===== config.mk =====
export PLATFORM = sky130hd
export DESIGN_NAME = bblc_ram
export DESIGN_NICKNAME = d
export VERILOG_FILES = /design/src/rtl/bblc_ram.sv
export SDC_FILE = /design/constraint.sdc
export NUM_CORES = 2
export LEC_CHECK = 0
export CAP_MARGIN = 20
export CORE_MARGIN = 5
export CORE_UTILIZATION = 45
export DETAILED_ROUTE_END_ITERATION = 6
export DONT_BUFFER_PORTS = 1
export PLACE_DENSITY_LB_ADDON = 0.1
export SLEW_MARGIN = 20
export SYNTH_ARGS = -nofsm -noshare
export SYNTH_HDL_FRONTEND = slang
export SYNTH_SLANG_ARGS = --single-unit

===== constraint.sdc =====
create_clock -name clk_i -period 2.68 [get_ports clk_i]
set_input_delay 0.268 -clock clk_i [delete_from_list [all_inputs] [get_ports clk_i]]
set_output_delay 0.268 -clock clk_i [all_outputs]
set_load 0.005 [all_outputs]

===== src/rtl/bblc_ram.sv =====
// ----------------------------------------------------------------------------
// bblc_ram
// Generic single-port RAM, one access per cycle, registered read data.
// ----------------------------------------------------------------------------
module bblc_ram #(
  parameter int unsigned WIDTH = 8,
  parameter int unsigned DEPTH = 256
) (
  input  logic                     clk_i,
  input  logic                     we_i,
  input  logic [$clog2(DEPTH)-1:0] addr_i,
  input  logic [WIDTH-1:0]         wdata_i,
  output logic [WIDTH-1:0]         rdata_o
);

  logic [WIDTH-1:0] mem [DEPTH];
  logic [WIDTH-1:0] rdata_q;

  always_ff @(posedge clk_i) begin
    if (we_i) begin
      mem[addr_i] <= wdata_i;
    end
    rdata_q <= mem[addr_i];
  end

  assign rdata_o = rdata_q;

endmodule


======== Word level (Yosys, flattened, before mapping) ========
Memory sizes are Yosys's and may differ from the RTL's. A register that Yosys moved wholly into a read port is not among the register bits.
Index checks and enable logic that the tools add are counted.
storage, ports and cells
  memories ................................ 1
  bits of input ports ..................... 18
  output and inout port bits .............. 8
  logic and storage cells ................. 3
  bits in writable memories ............... 2048
  register bits after elaboration ......... 0
operators by class
  mux-type cells .......................... 2
memory list
  name  words  bits a word  rd ports  clocked after Yosys merged registers in  write ports  line  source
  mem   256    8            1         1                                        1            16    logic [WIDTH-1:0] mem [DEPTH];
operator list
  operator           number
  two-way mux 1 bit  2

======== Logic depth before layout (Yosys ltp) ========
  depth after elaboration ................. 2
  gate-level depth with buffers ........... 10
  depth with buffers taken out ............ 5

======== Worst setup path after synthesis ========
Ideal clock, no wire load.
  path kind ............................... input -> register
  start point ............................. input addr_i[1]
  end point ............................... memory mem[111][0] (enable)
  arrival ................................. 2117 ps
  cell stages on the path ................. 9
  path slack .............................. 193 ps
  setup time .............................. 370 ps
  data required time ...................... 2310 ps
  buffers on the path ..................... 5
  cells stage by stage .................... buf_2 > clkbuf_1 > clkbuf_1 > nand2_1 > buf_2 > nor2_1 > nand2_1 > clkbuf_1 > nor2_1
RTL lines
  element          line  source
  start, declared  11    input logic [$clog2(DEPTH)-1:0] addr_i,
  end, declared    16
Straight into the memory's write port.

==> qor.tcl <==
set qor(power.sequential.fraction) 0.537
set qor(ys_warn_count) 0
set qor(outcome) {finished, violations left}
set qor(detailed_place.area_um2) 83800
set qor(tritoncts_clock_tree) {built}
set qor(die_area_um2) 183000
set qor(grt_pass1_vias) 39900
set qor(power_frac_comb) 0.038
set qor(net-switching-power_mw) 13.4
set qor(worstSetupEndpointType) {register}
set qor(power_leakage_nw) 28.5
set qor(place_hpwl_um) 113000
set qor(synth_area_um2) 78500
set qor(final_min_period_over_clock_period) 1.23
set qor(row_count) 153
set qor(die_y_um) 428
set qor(worstReg2RegEnd) {rdata_o[0]}
set qor(tritoncts_num_sinks) 2056
set qor(detail_route.drc_violations) 0
set qor(die_x_um) 428
set qor(viasPerCell) 5.95
set qor(wl_per_cell_um) 32.3
set qor(violations) {negative hold slack, max-slew violations, negative setup slack}
set qor(numPlacedInstances) 6079
set qor(setup_slack_ns) -0.622
set qor(placeable_area_um2) 174000
set qor(ys_types) 22
set qor(vdd.ir_drop.worst_uv) 567
set qor(finalHoldViolCount) 1169
set qor(path_max_fanout) 518
set qor(drtPass1Iterations) 6
set qor(maxCapViolCount) 0
set qor(ctsRootBufferMaster) {sky130_fd_sc_hd__clkbuf_16}
set qor(vias) 38700
set qor(worst-r2r-setup-slack_ns) 0.11
set qor(count_of_buffers_from_port_buffering) 0
set qor(setup_repair_after_global_routing_missed_its_margin) {no}
set qor(worst_hold_path.num_cells) 0
set qor(final-max-slew-violation-count) 320
set qor(power.share.clock) 0.425
set qor(clk_path_buf_depth) 3
set qor(synth_fp_nets) 3565
set qor(finalWorstPathRequiredPeriod_ns) 3.30
set qor(timing.hold.worst.start) {wdata_i[7]}
set qor(post_cts_hold_buffer_count) 5
set qor(synth.ff_latch_count) 2056
set qor(r2r_cells) 6
set qor(power_density_relative_to_cell_area_nw_per_um2) 725
set qor(hp-class) {in2reg}
set qor(timing.critical_path.arrival_ns) 3.99
set qor(gr-total-overflow) 0
set qor(synth.yosys.seq_area_share) 0.786
set qor(area_growth_syn_to_fin_pct) 16.1
set qor(fillerInstances) 13500
set qor(grt_first_pass_wirelength_um) 291000
set qor(maximum_number_of_pins_on_one_net_before_global_route_repair) 519
set qor(clock_latency_ns) 0.81
set qor(fmax_mhz) 303
set qor(total_negative_setup_slacks_ns) -20.00
set qor(track_usage) 0.222
set qor(synth_cells) 3547
set qor(path_clk_slew_ns) 0.06
set qor(layoutNonFillerInstCount) 6500
set qor(hold_path_end) {mem[240][7]}
set qor(power.share.switching) 0.202
set qor(power_report.internal_total_mw) 52.7
set qor(critical_path.startpoint_type) {primary input}
set qor(boundaryPins) 26
set qor(worst_hold_slack_ns) -0.421
set qor(post-place-ws_ns) -0.658
set qor(setup_violations) 110
set qor(slew-limit-headroom) -0.791
set qor(routed_wirelength_um) 210000
set qor(cpPeakStageDelay_ns) 0.89
set qor(cts-htree-levels) 4
set qor(crit_path_top_delay_cell) {sky130_fd_sc_hd__mux4_2}
set qor(drt_first_iter_violations) 4189
set qor(fin_skew_ns) 0.0259
set qor(share_of_cells_above_drive_strength_1) 0.308
set qor(avgSynthCellArea_um2) 22.1
set qor(worstReg2RegStart) {mem[120][0]}
set qor(crit_required_ns) 3.36
set qor(cts_inserted_buffers) 207
set qor(finalWeightedCongestion) 0.799
set qor(detail-route-antenna-nets) 0
set qor(cp_cell_sequence) {mux4_2, a22oi_1, a21oi_1, o41ai_2, buf_4, nand4_1}
set qor(worst_slew_pin_slew_ns) 2.69
set qor(design_area_um2) 91100
set qor(worstSetupPathType) {in2reg}
set qor(final_net_count) 4016
set qor(antenna_found_initial) 3
set qor(floorplan.initialDensity) 0.452
-- logic make-up after synthesis --
| family | Yosys count | synth area share |
|---|---|---|
| flops | 2056 | 0.786 |
| simple gates | 330 | 0.0173 |
| mux | 512 | 0.147 |
| buf+inv | 233 | 0.0140 |
| compound gates | 416 | 0.0362 |
-- how the worst max path moves through the flow --
stage	startpoint	endpoint	slack [ns]	cells past startpoint
global placement	addr_i[0]	rdata_o[1]	-0.97	6
global route	mem[187][7]	rdata_o[7]	0.03	6
finish	addr_i[1]	rdata_o[0]	-0.62	6
floorplan	addr_i[1]	mem[111][0]	0.19	9
CTS	mem[72][6]	rdata_o[6]	0.04	6
detailed placement	addr_i[0]	rdata_o[0]	-0.66	6
-- state kept, by name, summed over array words and instances, names as in the netlist --
register,flops
rdata_o,8
mem,2048
-- synthesized netlist by cell type --
library cell	n	area share
sky130_fd_sc_hd__clkbuf_1	145	0.0069
sky130_fd_sc_hd__nor2_1	232	0.011
sky130_fd_sc_hd__nand3_1	13	0.00083
sky130_fd_sc_hd__a21oi_1	128	0.0082
sky130_fd_sc_hd__buf_1	19	0.00091
sky130_fd_sc_hd__mux4_2	512	0.15
sky130_fd_sc_hd__a22oi_1	256	0.024
sky130_fd_sc_hd__nor3_1	30	0.0019
sky130_fd_sc_hd__edfxtp_1	2048	0.78
sky130_fd_sc_hd__nor2b_1	7	0.00056
sky130_fd_sc_hd__dfxtp_1	8	0.0020
sky130_fd_sc_hd__buf_4	16	0.0015
sky130_fd_sc_hd__buf_2	36	0.0023
sky130_fd_sc_hd__inv_1	1	0.000048
sky130_fd_sc_hd__or3_1	1	0.000080
sky130_fd_sc_hd__and2_1	3	0.00024
sky130_fd_sc_hd__or2_2	2	0.00016
sky130_fd_sc_hd__nand4_1	8	0.00064
sky130_fd_sc_hd__nand2_1	28	0.0013
sky130_fd_sc_hd__buf_6	16	0.0023
sky130_fd_sc_hd__nand2b_1	6	0.00048
sky130_fd_sc_hd__o41ai_1	32	0.0036
-- worst max-delay path, delay by kind of cell --
family          cells  cell delay, ns
compound gates      3            1.19
buf+inv             1            0.27
mux                 1            0.89
simple gates        1            0.13
-- routing by layer --
layer | wire length [um] | GRT usage | vias to the layer above | share of wire
li1 | - | - | 16000 | -
met1 | 86200 | 0.312 | 20900 | 0.41
met3 | 15100 | 0.0460 | 248 | 0.072
met4 | 4670 | 0.0542 | 0 | 0.022
met2 | 104000 | 0.363 | 1483 | 0.50
met5 | 0 | 0 | - | 0
-- cell usage in the layout (no fill, tap or decap), types with 2 or more instances in the layout --
| master | n |
|---|---|
| sky130_fd_sc_hd__nor2b_4 | 2 |
| sky130_fd_sc_hd__edfxtp_1 | 2048 |
| sky130_fd_sc_hd__buf_16 | 5 |
| sky130_fd_sc_hd__nand2_1 | 28 |
| sky130_fd_sc_hd__o41ai_2 | 8 |
| sky130_fd_sc_hd__nand2b_2 | 2 |
| sky130_fd_sc_hd__buf_6 | 2 |
| sky130_fd_sc_hd__dlygate4sd3_1 | 5 |
| sky130_fd_sc_hd__dfxtp_1 | 8 |
| sky130_fd_sc_hd__buf_4 | 429 |
| sky130_fd_sc_hd__clkbuf_1 | 47 |
| sky130_fd_sc_hd__clkbuf_16 | 225 |
| sky130_fd_sc_hd__diode_2 | 4 |
| sky130_fd_sc_hd__o41ai_1 | 24 |
| sky130_fd_sc_hd__clkinv_2 | 35 |
| sky130_fd_sc_hd__clkinvlp_4 | 5 |
| sky130_fd_sc_hd__or2_2 | 2 |
| sky130_fd_sc_hd__bufinv_16 | 16 |
| sky130_fd_sc_hd__nand3_1 | 13 |
| sky130_fd_sc_hd__buf_12 | 18 |
| sky130_fd_sc_hd__nand2b_1 | 4 |
| sky130_fd_sc_hd__a21oi_1 | 128 |
| sky130_fd_sc_hd__clkinv_1 | 50 |
| sky130_fd_sc_hd__and2_1 | 2 |
| sky130_fd_sc_hd__mux4_2 | 512 |
| sky130_fd_sc_hd__nor2_1 | 231 |
| sky130_fd_sc_hd__clkinv_8 | 6 |
| sky130_fd_sc_hd__nand4_1 | 8 |
| sky130_fd_sc_hd__nor3_1 | 30 |
| sky130_fd_sc_hd__clkbuf_8 | 6 |
| sky130_fd_sc_hd__nor2b_1 | 5 |
| sky130_fd_sc_hd__a22oi_1 | 254 |
| sky130_fd_sc_hd__inv_6 | 4 |
| sky130_fd_sc_hd__a22oi_2 | 2 |
-- stage by stage --
stage           util  power [mW]
2_1_floorplan      -        37.7
3_3_place_gp   0.483        38.2
3_5_place_dp   0.483        38.2
4_1_cts        0.521        66.2
5_1_grt        0.525        68.1
6_report       0.525        66.1
-- power by group through the flow --
| stage | logic (mW) | clock network, mW | registers (mW) |
|---|---|---|---|
| floorplan | 1.57 | 0 | 36.1 |
| global placement | 2.02 | 0 | 36.2 |
| detailed placement | 2.02 | 0 | 36.2 |
| CTS | 2.04 | 28.6 | 35.5 |
| global route | 2.57 | 30.0 | 35.5 |
| finish | 2.50 | 28.1 | 35.5 |
-- layout make-up --
type	count	area, um2	share of cell area
Clock buffer	264	5540	0.0608
Sequential cell	2056	61700	0.677
Tap cell	2325	2910	0.0319
Inverter	1	3.75	0.0000412
Antenna cell	4	10.0	0.000110
Timing Repair Buffer	474	4150	0.0455
Clock inverter	118	1040	0.0114
Multi-Input combinational cell	1258	15800	0.174
-- repair_timing --
item                                    4_1_cts  5_1_grt
endpoints found under the setup margin        2       56
gates cloned                                  0       16
endpoints found under the hold margin      2071     2006
pin swaps                                     0        1
resized for setup                             2        7
setup buffers                                 0        9
(Power assumes the default switching activity.)
